### config.mk
export PLATFORM = sky130hd
export DESIGN_NAME = latency_histogram_topn_stats
export DESIGN_NICKNAME = d
export VERILOG_FILES = /design/src/rtl/lhts_pkg.sv /design/src/rtl/lhts_cell.sv /design/src/rtl/lhts_topn.sv /design/src/rtl/lhts_hist.sv /design/src/rtl/latency_histogram_topn_stats.sv
export SDC_FILE = /design/constraint.sdc
export NUM_CORES = 2
export LEC_CHECK = 0
export BUFFER_PORTS_ARGS = -buffer_cell sky130_fd_sc_hd__buf_2
export CORE_ASPECT_RATIO = 1.2
export CORE_UTILIZATION = 50
export CTS_CLUSTER_DIAMETER = 50
export DETAILED_ROUTE_END_ITERATION = 10
export GPL_TIMING_DRIVEN = 0
export PLACE_DENSITY = 0.66
export SYNTH_ARGS = -nofsm -noshare
export SYNTH_HDL_FRONTEND = slang
export SYNTH_SLANG_ARGS = --single-unit
### constraint.sdc
create_clock -name i_clk -period 8.9 [get_ports i_clk]
set_input_delay 0 -clock i_clk [delete_from_list [all_inputs] [get_ports i_clk]]
set_output_delay 0 -clock i_clk [all_outputs]
set_load 0.01 [all_outputs]
### src/rtl/lhts_pkg.sv
// ----------------------------------------------------------------------------
// lhts_pkg
// Shared types and constants for the latency histogram / top-N stats block.
// ----------------------------------------------------------------------------
package lhts_pkg;

    localparam int NUM_BOUNDS    = 7;
    localparam int NUM_BINS      = 8;
    localparam int TOP_DEPTH_DEF = 8;
    localparam int ADDR_W        = 5;
    localparam int CFG_IDX_W     = 3;

    localparam logic [31:0] BOUND_RESET [NUM_BOUNDS] = '{
        32'd10, 32'd20, 32'd30, 32'd40, 32'd50, 32'd100, 32'd200
    };

    // request kinds
    localparam logic REQ_RECORD = 1'b0;
    localparam logic REQ_READ   = 1'b1;

    // read groups
    localparam logic [1:0] GRP_BIN   = 2'd0;
    localparam logic [1:0] GRP_TOP   = 2'd1;
    localparam logic [1:0] GRP_TOTAL = 2'd2;

    // totals selectors
    localparam logic [5:0] TOT_CALLS  = 6'd0;
    localparam logic [5:0] TOT_ERRORS = 6'd1;
    localparam logic [5:0] TOT_SUM    = 6'd2;
    localparam logic [5:0] TOT_RECENT = 6'd3;

    typedef struct packed {
        logic        req_type;
        logic [15:0] access_id;
        logic [31:0] latency;
        logic        failed;
        logic [1:0]  read_group;
        logic [5:0]  read_index;
    } t_in_word;

    typedef struct packed {
        logic [63:0] read_value;
        logic [15:0] entry_id;
        logic [31:0] entry_latency;
        logic        entry_valid;
    } t_out_word;

    // one slot of the top-N row
    typedef struct packed {
        logic        valid;
        logic [15:0] id;
        logic [31:0] lat;
    } t_entry;

    typedef struct packed {
        logic [63:0] calls;
        logic [63:0] errors;
        logic [63:0] sum;
        logic [15:0] recent_id;
        logic [31:0] recent_lat;
    } t_totals;

endpackage

### src/rtl/lhts_cell.sv
// ----------------------------------------------------------------------------
// lhts_cell
// One slot of the descending top-N row: keep, take the new word, or shift.
// ----------------------------------------------------------------------------
module lhts_cell (
    input  logic            i_clk,
    input  logic            i_rst_n,
    input  logic            i_en,
    input  logic [15:0]     i_id,
    input  logic [31:0]     i_lat,
    input  logic            i_prev_take,
    input  lhts_pkg::t_entry i_prev_entry,
    output logic            o_take,
    output lhts_pkg::t_entry o_entry
);
    import lhts_pkg::*;

    t_entry r_entry;
    t_entry n_entry;

    // new word belongs at or above this slot (strictly larger keeps ties stable)
    assign o_take  = !r_entry.valid || (r_entry.lat < i_lat);
    assign o_entry = r_entry;

    always_comb begin
        n_entry = r_entry;
        if (i_en && o_take) begin
            if (i_prev_take) begin
                n_entry = i_prev_entry;
            end else begin
                n_entry.valid = 1'b1;
                n_entry.id    = i_id;
                n_entry.lat   = i_lat;
            end
        end
    end

    always_ff @(posedge i_clk) begin
        if (!i_rst_n) begin
            r_entry.valid <= 1'b0;
        end else begin
            r_entry.valid <= n_entry.valid;
        end
        r_entry.id  <= n_entry.id;
        r_entry.lat <= n_entry.lat;
    end

endmodule

### src/rtl/lhts_topn.sv
// ----------------------------------------------------------------------------
// lhts_topn
// Row of top-N cells with rank read-out.
// ----------------------------------------------------------------------------
module lhts_topn #(
    parameter int DEPTH = lhts_pkg::TOP_DEPTH_DEF
) (
    input  logic             i_clk,
    input  logic             i_rst_n,
    input  logic             i_ins_en,
    input  logic [15:0]      i_id,
    input  logic [31:0]      i_lat,
    input  logic [5:0]       i_rank,
    output lhts_pkg::t_entry o_entry
);
    import lhts_pkg::*;

    localparam int IDX_W = (DEPTH > 1) ? $clog2(DEPTH) : 1;

    t_entry w_entry [DEPTH];
    logic   w_take  [DEPTH];
    t_entry w_sel;
    logic   w_in_range;

    for (genvar g = 0; g < DEPTH; g++) begin : g_cell
        if (g == 0) begin : g_head
            lhts_cell u_cell (
                .i_clk        (i_clk),
                .i_rst_n      (i_rst_n),
                .i_en         (i_ins_en),
                .i_id         (i_id),
                .i_lat        (i_lat),
                .i_prev_take  (1'b0),
                .i_prev_entry ('0),
                .o_take       (w_take[g]),
                .o_entry      (w_entry[g])
            );
        end else begin : g_body
            lhts_cell u_cell (
                .i_clk        (i_clk),
                .i_rst_n      (i_rst_n),
                .i_en         (i_ins_en),
                .i_id         (i_id),
                .i_lat        (i_lat),
                .i_prev_take  (w_take[g-1]),
                .i_prev_entry (w_entry[g-1]),
                .o_take       (w_take[g]),
                .o_entry      (w_entry[g])
            );
        end
    end

    assign w_in_range = {1'b0, i_rank} < 7'(DEPTH);
    assign w_sel      = w_entry[i_rank[IDX_W-1:0]];

    always_comb begin
        o_entry = '0;
        if (w_in_range && w_sel.valid) begin
            o_entry = w_sel;
        end
    end

endmodule

### src/rtl/lhts_hist.sv
// ----------------------------------------------------------------------------
// lhts_hist
// Histogram bins and running totals.
// ----------------------------------------------------------------------------
module lhts_hist (
    input  logic              i_clk,
    input  logic              i_rst_n,
    input  logic              i_rec_en,
    input  logic [15:0]       i_id,
    input  logic [31:0]       i_lat,
    input  logic              i_failed,
    input  logic [31:0]       i_bound [lhts_pkg::NUM_BOUNDS],
    input  logic [5:0]        i_bin_sel,
    output logic [63:0]       o_bin_value,
    output lhts_pkg::t_totals o_totals
);
    import lhts_pkg::*;

    logic [63:0] r_bin [NUM_BINS];
    t_totals     r_tot;
    logic [2:0]  w_bin;
    logic [NUM_BOUNDS-1:0] w_hit;

    always_comb begin
        for (int k = 0; k < NUM_BOUNDS; k++) begin
            w_hit[k] = (i_lat <= i_bound[k]);
        end
        w_bin = 3'(NUM_BINS - 1);
        // first bin whose bound holds wins
        for (int k = NUM_BOUNDS - 1; k >= 0; k--) begin
            if (w_hit[k]) begin
                w_bin = 3'(k);
            end
        end
    end

    always_ff @(posedge i_clk) begin
        if (!i_rst_n) begin
            for (int k = 0; k < NUM_BINS; k++) begin
                r_bin[k] <= '0;
            end
            r_tot <= '0;
        end else if (i_rec_en) begin
            r_bin[w_bin]     <= r_bin[w_bin] + 64'd1;
            r_tot.calls      <= r_tot.calls + 64'd1;
            r_tot.errors     <= r_tot.errors + {63'd0, i_failed};
            r_tot.sum        <= r_tot.sum + {32'd0, i_lat};
            r_tot.recent_id  <= i_id;
            r_tot.recent_lat <= i_lat;
        end
    end

    assign o_bin_value = (i_bin_sel < 6'(NUM_BINS)) ? r_bin[i_bin_sel[2:0]] : 64'd0;
    assign o_totals    = r_tot;

endmodule

### src/rtl/latency_histogram_topn_stats.sv
// ----------------------------------------------------------------------------
// latency_histogram_topn_stats
// Latency histogram, top-N latency table and running totals.
// ----------------------------------------------------------------------------
// Takes one input word per clock while input is accepted. A record word is
// classified into one of eight bins against the seven bound registers,
// updates the call/error/sum counters and the most recent entry, and is
// offered to a row of TOP_DEPTH cells holding the largest latencies in
// descending order; every cell compares its slot with the new latency in
// the same cycle and either keeps, takes the new word, or takes its upper
// neighbor's slot. A read word produces one result word, registered in a
// single output register; input is accepted whenever that register is empty
// or drained in the same cycle, so the sustained rate is one word per cycle
// as long as results are taken. Record words produce no result. The bounds
// sit on an APB port at byte addresses 0x00..0x18; pready is tied high.
// ----------------------------------------------------------------------------
module latency_histogram_topn_stats #(
    parameter int TOP_DEPTH = lhts_pkg::TOP_DEPTH_DEF
) (
    input  logic                       i_clk,
    input  logic                       i_rst_n,
    // input channel
    input  logic                       i_in_valid,
    output logic                       o_in_ready,
    input  lhts_pkg::t_in_word         i_in_data,
    // result channel
    output logic                       o_out_valid,
    input  logic                       i_out_ready,
    output lhts_pkg::t_out_word        o_out_data,
    // configuration
    input  logic                       psel,
    input  logic                       penable,
    input  logic                       pwrite,
    input  logic [lhts_pkg::ADDR_W-1:0] paddr,
    input  logic [31:0]                pwdata,
    output logic [31:0]                prdata,
    output logic                       pready
);
    import lhts_pkg::*;

    logic [31:0]    r_bound [NUM_BOUNDS];
    logic           r_out_valid;
    t_out_word      r_out_data;
    t_out_word      n_out_data;

    logic           w_accept;
    logic           w_rec;
    logic           w_read;
    logic [CFG_IDX_W-1:0] w_cfg_idx;
    logic           w_cfg_wr;
    logic [63:0]    w_bin_value;
    t_totals        w_tot;
    t_entry         w_top;

    // ---------------- configuration port
    assign pready    = 1'b1;
    assign w_cfg_idx = paddr[ADDR_W-1:2];
    assign w_cfg_wr  = psel && penable && pwrite;

    always_ff @(posedge i_clk) begin
        if (!i_rst_n) begin
            for (int k = 0; k < NUM_BOUNDS; k++) begin
                r_bound[k] <= BOUND_RESET[k];
            end
        end else if (w_cfg_wr && (w_cfg_idx < CFG_IDX_W'(NUM_BOUNDS))) begin
            r_bound[w_cfg_idx] <= pwdata;
        end
    end

    // addresses past the last bound read as zero
    assign prdata = (w_cfg_idx < CFG_IDX_W'(NUM_BOUNDS)) ? r_bound[w_cfg_idx] : 32'd0;

    // ---------------- input handshake
    assign o_in_ready = !r_out_valid || i_out_ready;
    assign w_accept   = i_in_valid && o_in_ready;
    assign w_rec      = w_accept && (i_in_data.req_type == REQ_RECORD);
    assign w_read     = w_accept && (i_in_data.req_type == REQ_READ);

    // ---------------- statistics
    lhts_hist u_hist (
        .i_clk       (i_clk),
        .i_rst_n     (i_rst_n),
        .i_rec_en    (w_rec),
        .i_id        (i_in_data.access_id),
        .i_lat       (i_in_data.latency),
        .i_failed    (i_in_data.failed),
        .i_bound     (r_bound),
        .i_bin_sel   (i_in_data.read_index),
        .o_bin_value (w_bin_value),
        .o_totals    (w_tot)
    );

    lhts_topn #(
        .DEPTH (TOP_DEPTH)
    ) u_topn (
        .i_clk    (i_clk),
        .i_rst_n  (i_rst_n),
        .i_ins_en (w_rec),
        .i_id     (i_in_data.access_id),
        .i_lat    (i_in_data.latency),
        .i_rank   (i_in_data.read_index),
        .o_entry  (w_top)
    );

    // ---------------- read result select; unused fields stay zero
    always_comb begin
        n_out_data = '0;
        case (i_in_data.read_group)
            GRP_BIN: begin
                n_out_data.read_value = w_bin_value;
            end
            GRP_TOP: begin
                n_out_data.entry_id      = w_top.id;
                n_out_data.entry_latency = w_top.lat;
                n_out_data.entry_valid   = w_top.valid;
            end
            GRP_TOTAL: begin
                case (i_in_data.read_index)
                    TOT_CALLS:  n_out_data.read_value = w_tot.calls;
                    TOT_ERRORS: n_out_data.read_value = w_tot.errors;
                    TOT_SUM:    n_out_data.read_value = w_tot.sum;
                    TOT_RECENT: begin
                        n_out_data.entry_id      = w_tot.recent_id;
                        n_out_data.entry_latency = w_tot.recent_lat;
                    end
                    default:    n_out_data = '0;
                endcase
            end
            default: begin
                n_out_data = '0;
            end
        endcase
    end

    // ---------------- output register
    always_ff @(posedge i_clk) begin
        if (!i_rst_n) begin
            r_out_valid <= 1'b0;
        end else if (w_read) begin
            r_out_valid <= 1'b1;
        end else if (i_out_ready) begin
            r_out_valid <= 1'b0;
        end
    end

    always_ff @(posedge i_clk) begin
        if (w_read) begin
            r_out_data <= n_out_data;
        end
    end

    assign o_out_valid = r_out_valid;
    assign o_out_data  = r_out_data;

endmodule

==> After elaboration in Yosys (flattened, before gate mapping) <==
Memories as Yosys holds them, arrays and structs flattened.
Index checks and enable logic that the tools add are counted.
{ "totals": {"mem_count": 1, "elab_cells": 152, "register_bits": 970, "ram_bits": 512, "output_inout_bits": 148} }
{ "classes": {"reduce_logical": 38, "mux": 39, "magnitude_cmp": 21, "n_eq_ne": 5, "addsub": 4, "bitwise_logic": 3} }
{ "memory_table": {"columns": ["memory", "words", "word_bits", "rd", "rd_ports_with_merged_regs", "write_ports", "line_no", "rtl"], "rows": [
  ["u_hist.r_bin", 8, 64, 2, 0, 8, "lhts_hist.sv:19", "logic [63:0] r_bin [NUM_BINS];"]
]} }
{ "op_table": {"columns": ["cell", "n"], "rows": [
  ["49-bit 2-to-1 mux", 10],
  ["32-bit < comparator", 8],
  ["224-bit bitwise mux", 1],
  ["32-bit less-or-equal comparator", 7],
  ["64-bit one-hot mux with 3 select lines", 1],
  ["49-bit binary-select mux with 3-bit select", 1],
  ["64-bit by 1-bit adder with 64-bit output, second input constant", 2],
  ["32-bit 2-to-1 mux", 4],
  ["64-bit 2-to-1 mux", 2],
  ["64-bit one-hot mux with 2 select lines", 1],
  ["49-bit one-hot mux with 2 select lines", 1],
  ["32-bit binary-select mux with 3-bit select", 1],
  ["32-bit demux with 3-bit select", 1],
  ["64-bit by 1-bit adder with 64-bit output", 1],
  ["64-bit by 32-bit adder with 64-bit output", 1],
  ["64-bit OR reduction", 1],
  ["48-bit 2-to-1 mux", 1],
  ["1-bit logical AND", 16],
  ["3-bit 2-to-1 mux", 5],
  ["6-bit by 2-bit == test with 1-bit output, second input constant", 2],
  ["6-bit by 4-bit < comparator with 1-bit output, second input constant", 2],
  ["1-bit logical NOT", 9],
  ["1-bit logical OR", 9],
  ["4-bit >= comparator, second input constant", 2],
  ["other kinds (12)", 21]
]} }

==> Logic depth before layout (Yosys ltp) <==
An unclocked memory read counts as a cell.
{ "depth": {"depth_word": 11, "mapped_depth": 28, "depth_no_buf": 19} }

==> By module <==
Synthesis repeated with hierarchy kept, for this count alone.
{ "hier_totals": {"hier_cells": 8282, "hier_area_um2": 86859.6} }
{ "by_module_without_submodules": {"columns": ["mod", "seq_area_each_um2", "n_inst", "area_per_inst_um2", "cells_each"], "rows": [
  ["lhts_hist", 20179.4, 1, 44824.2, 4342],
  ["lhts_cell", 1461.4, 8, 2778.9, 249],
  ["latency_histogram_topn_stats", 7897.6, 1, 16652.2, 1658],
  ["lhts_topn", 0.0, 1, 3151.8, 290]
]} }

==> Least setup slack after synthesis <==
OpenSTA, ideal clock, no wires.
{ "synth_path": {"path_type": "flip-flop to flip-flop", "start": "reg r_bound[165] (netlist bit)", "end": "mem u_hist.r_bin[0][20], data pin", "path_slack_ns": 2.257, "arrival_time_ns": 6.377, "path_buffers": 10, "setup_time_ns": 0.266, "period_less_slack_ns": 6.643, "path_stages_with_launch": 29, "path_cell_list": "dfxtp_1 -> inv_1 -> ha_1 -> nand4_1 -> or3_1 -> o311ai_1 -> a31oi_1 -> or2_0 -> clkbuf_1 -> a21oi_4 -> o21a_2 -> buf_6 -> buf_6 -> buf_6 -> buf_4 -> buf_2 -> buf_2 -> buf_1 -> buf_1 -> nand2_1 -> a31oi_1 -> ha_1 -> inv_1 -> or4_1 -> buf_4 -> or3_4 -> or4_4 -> xor2_2 -> nor2_1"} }
{ "synth_lines": {"columns": ["element", "line_no", "rtl"], "rows": [
  ["from (decl)", "latency_histogram_topn_stats.sv:41", "logic [31:0] r_bound [NUM_BOUNDS];"],
  ["from (signal, indexed assignment)", "latency_histogram_topn_stats.sv:63", "r_bound[k] <= BOUND_RESET[k];"],
  ["from (signal, indexed assignment)", "latency_histogram_topn_stats.sv:66", "r_bound[w_cfg_idx] <= pwdata;"],
  ["to (decl)", "lhts_hist.sv:19", null]
]} }

==> results.yml <==
outcome:
  status: "finished, violations left"
  violations: "capacitance limit, slew limit, setup timing"
floorplan:
  pin_count: 250
  core_area_mm2: 0.164
  fp.dieArea_mm2: 0.167
  row_count: 163
  die_w_um: 373
  start_util: 0.503
  fp.dieH_um: 447
power:
  p_leak_nw: 34.6
  comb_power_share: 0.149
  p_per_area_mw_per_mm2: 188
  p_switching_mw: 5.01
  ir_drop_mv: 0.184
  switching_share: 0.283
  seqPwrFrac: 0.441
  cell_internal_pwr_mw: 12.7
  p_clk_frac: 0.410
sta:
  setup_ws_ns: -0.202
  worst_slew_pin_slew_ns: 1.53
  hold_slack_ns: 0.0415
  min_period_ns: 9.10
  clock_skew_ns: 0.0338
  max_freq_mhz: 110
  relSlewSlack: -0.0208
  drv_slew: 22
  setup_violations: 26
  finalHoldViolations: 0
  rsz0062_at_grt: "true"
  timing.final.crit_share: 1.02
worst_setup_path:
  timing.rr.start: "r_bound[207]"
  crit_start: "r_bound[207]"
  cp-end-kind: "flop"
  crit_path_start_kind: "flop"
  crit_fanout: 10
  ff2ff_setup_slack_ns: -0.20
  slowest_delay_ns: 0.80
  reg2reg_to: "u_hist.r_bin[3][57]"
  crit_path_cell_trace: "inv_1, ha_1, and4_1, nand3_1, a21oi_1, or4b_1, o21ai_2, nor4_1, nand2_1, buf_2, clkbuf_1, buf_1, o21ai_0, o22ai_1, and4b_1, and2_1, clkbuf_1, nand3_1, nor4_1, xor2_1, nor2_1"
  cp.arrival_ns: 9.66
  crit_path_top_delay_cell: "buf_1"
  crit_required_ns: 9.46
  crit_type: "flop to flop"
  reg2reg_depth: 21
  endpoint: "u_hist.r_bin[3][57]"
clock_network:
  clk_pin_slew_ns: 0.06
  ctsLongestPathBuffers: 3
  cts_tree: "built"
  htree_levels: 4
  numCtsBuffers: 170
  cts-root-buf: "clkbuf_16"
  cts_sinks: 1482
  insertion_delay_ns: 0.86
synthesis:
  synth_seq_area_share: 0.481
  yosysWarnings: 0
  ys_types: 96
  synth_area_leader_cell: "edfxtp_1"
  synth_most_common_cell: "edfxtp_1"
  synth_edf_count: 1009
  ys_ff_latch: 1482
  syn_inst: 7772
  synthTopCellsByArea: "edfxtp_1 37%, dfxtp_1 11%, ha_1 7.7%, mux4_2 6.4%, nand2_1 4.2%"
  synth.top_cells.by_count: "1009 x edfxtp_1, 929 x nand2_1, 889 x nor2_1, 529 x a21oi_1, 511 x ha_1"
  synth_fp_nets: 8386
  synth-async-reset-ratio: 0
  synthesis.area_mm2: 0.0827
  synth_ff_type: "edfxtp_1"
  synth.top_cell.area_share: 0.366
  synth.avg_cell_area_um2: 10.6
global_routing:
  track_usage: 0.363
  antenna_found_initial: 17
  grt_use_met1: 0.430
  grt.overflow.total: 0
  grt_pass1_wl_mm: 443
  busiest_layer: "met2"
  grtUsageMet2: 0.598
  grt_start_max_net_pins: 55
  grt_pass1_vias: 67400
  grtUsageMet3: 0.0744
flow_run:
  cap_violations: 2
cells_and_area:
  layout.nets: 8939
  utilization: 0.574
  area_delta_synth_final_pct: 14.1
  fillers: 14100
  drive_gt1_frac: 0.142
  fin_cells: 10600
  post-route-cell-area_mm2: 0.0943
place:
  portBuffers: 242
  place.gp.congestion: 0.999
  placed_cells: 10200
  dp_hpwl_mm: 220
  placedInstanceArea_mm2: 0.0873
detailed_routing:
  vias: 68500
  route.detailed.wl_per_inst_um: 29.1
  drc_errors: 0
  drtAntennaViolNets: 0
  wirelength_mm: 309
  drtIter0Drc: 8105
  via_per_inst: 6.45
  firstDrtPassIters: 7
min_path:
  min_path_type: "input pin to flop"
==> how the worst min path moves through the flow <==
stage                       start                                    endpoint  slack (ns)  cells after the start
global route        i_in_data[55]  u_topn.g_cell[0].g_head.u_cell.o_entry[46]        0.03                      2
detailed placement  i_in_data[42]  u_topn.g_cell[0].g_head.u_cell.o_entry[33]        0.30                      1
floorplan            i_in_data[9]   u_topn.g_cell[0].g_head.u_cell.o_entry[0]         0.1                      0
CTS                 i_in_data[47]                         u_hist.o_totals[38]      0.0004                      4
global placement    i_in_data[43]  u_topn.g_cell[0].g_head.u_cell.o_entry[34]        0.29                      1
finish                 pwdata[16]                                r_bound[112]        0.04                      4
==> placed cells by master (no fill, tap or decap), drive strengths merged, types with 22 or more instances in the layout <==
cell            n
a211oi         33
a21boi         23
a21o          107
a21oi         531
a22oi          32
and2           70
and3           56
buf           387
clkbuf        552
clkinv         55
dfxtp         473
dlygate4sd3   105
edfxtp       1009
ha            511
inv           320
mux2          295
mux2i         232
mux4          235
nand2         929
nand2b         44
nand3         127
nand4         111
nor2          890
nor2b          63
nor3           94
nor4           33
o211ai         56
o21a           58
o21ai         331
o221ai         40
o22a           22
o22ai         106
or3            52
xnor2          83
xor2          136
==> metal layers <==
layer,vias up,routed length [µm],share of wire
met5,-,109,0.00035
met4,14,22600,0.073
li1,29700,-,-
met1,33600,111000,0.36
met2,4077,145000,0.47
met3,1134,29500,0.096
==> final cells by class <==
class | count | area (µm²) | share of cell area
Tap cell | 2145 | 2680 | 0.0284
Clock buffer | 220 | 4640 | 0.0492
Sequential cell | 1482 | 39800 | 0.422
Inverter | 297 | 1110 | 0.0118
Multi-Input combinational cell | 5546 | 40400 | 0.428
Antenna cell | 8 | 20.0 | 0.000212
Buffer | 447 | 1780 | 0.0189
Clock inverter | 100 | 1060 | 0.0112
Timing Repair Buffer | 381 | 2900 | 0.0307
==> registers in the layout, indices dropped and copies added (netlist names) <==
name and cells:
u_hist.r_bin 512, u_topn.g_cell.g_body.u_cell.o_entry 343, u_hist.o_totals 240, r_bound 224, o_out_data 113, u_topn.g_cell.g_head.u_cell.o_entry 49
o_out_valid 1
==> power by group through the flow <==
stage / logic, mW / registers, mW / clock network (mW)
final: 2.64 / 7.80 / 7.26
after global routing: 2.77 / 7.82 / 7.54
after CTS: 2.55 / 7.79 / 7.27
after detailed placement: 2.49 / 7.94 / 0
after global placement: 2.40 / 7.97 / 0
after floorplan: 1.53 / 7.90 / 0
==> stage by stage <==
step / worst slack (ns) / setup TNS [ns] / total power [mW]
finish: -0.202 / -2.54 / 17.7
global route: -0.109 / -1.13 / 18.1
CTS: 0.0127 / 0 / 17.6
detailed placement: -1.20 / -212.80 / 10.4
global placement: -2.61 / -1542.95 / 10.4
floorplan: 2.26 / 0 / 9.43
==> critical path: cells and delay by family (launching register included) <==
family / cells / cell delay, ns
AOI/OAI and AO/OA: 4 / 1.42
xor gates and xnor gates: 1 / 0.55
adders and majority gates: 1 / 0.30
buffers and inverters: 5 / 2.67
DFF: 1 / 0.37
and+or+nand+nor: 10 / 3.44
==> cell families after synthesis <==
family | after synthesis | share of synthesized area
buffers and inverters | 744 | 0.0346
other | 1 | 0.0000453
adder cells (fa/ha/maj) | 512 | 0.0776
XOR/XNOR | 219 | 0.0236
AO/OA/AOI/OAI | 1515 | 0.114
AND/OR/NAND/NOR | 2537 | 0.137
multiplexers | 762 | 0.132
flip-flops | 1482 | 0.481
==> what timing repair did <==
action / in CTS / in global routing
cloned: 0 / 0
gates resized for setup: 21 / 25
hold buffers: 105 / 0
buffers inserted: 4 / 5
pin swaps: 2 / 3
endpoints found under the hold margin: 740 / 0
setup endpoints to repair: 312 / 328
No activity file was read; power rests on OpenSTA's default activity.
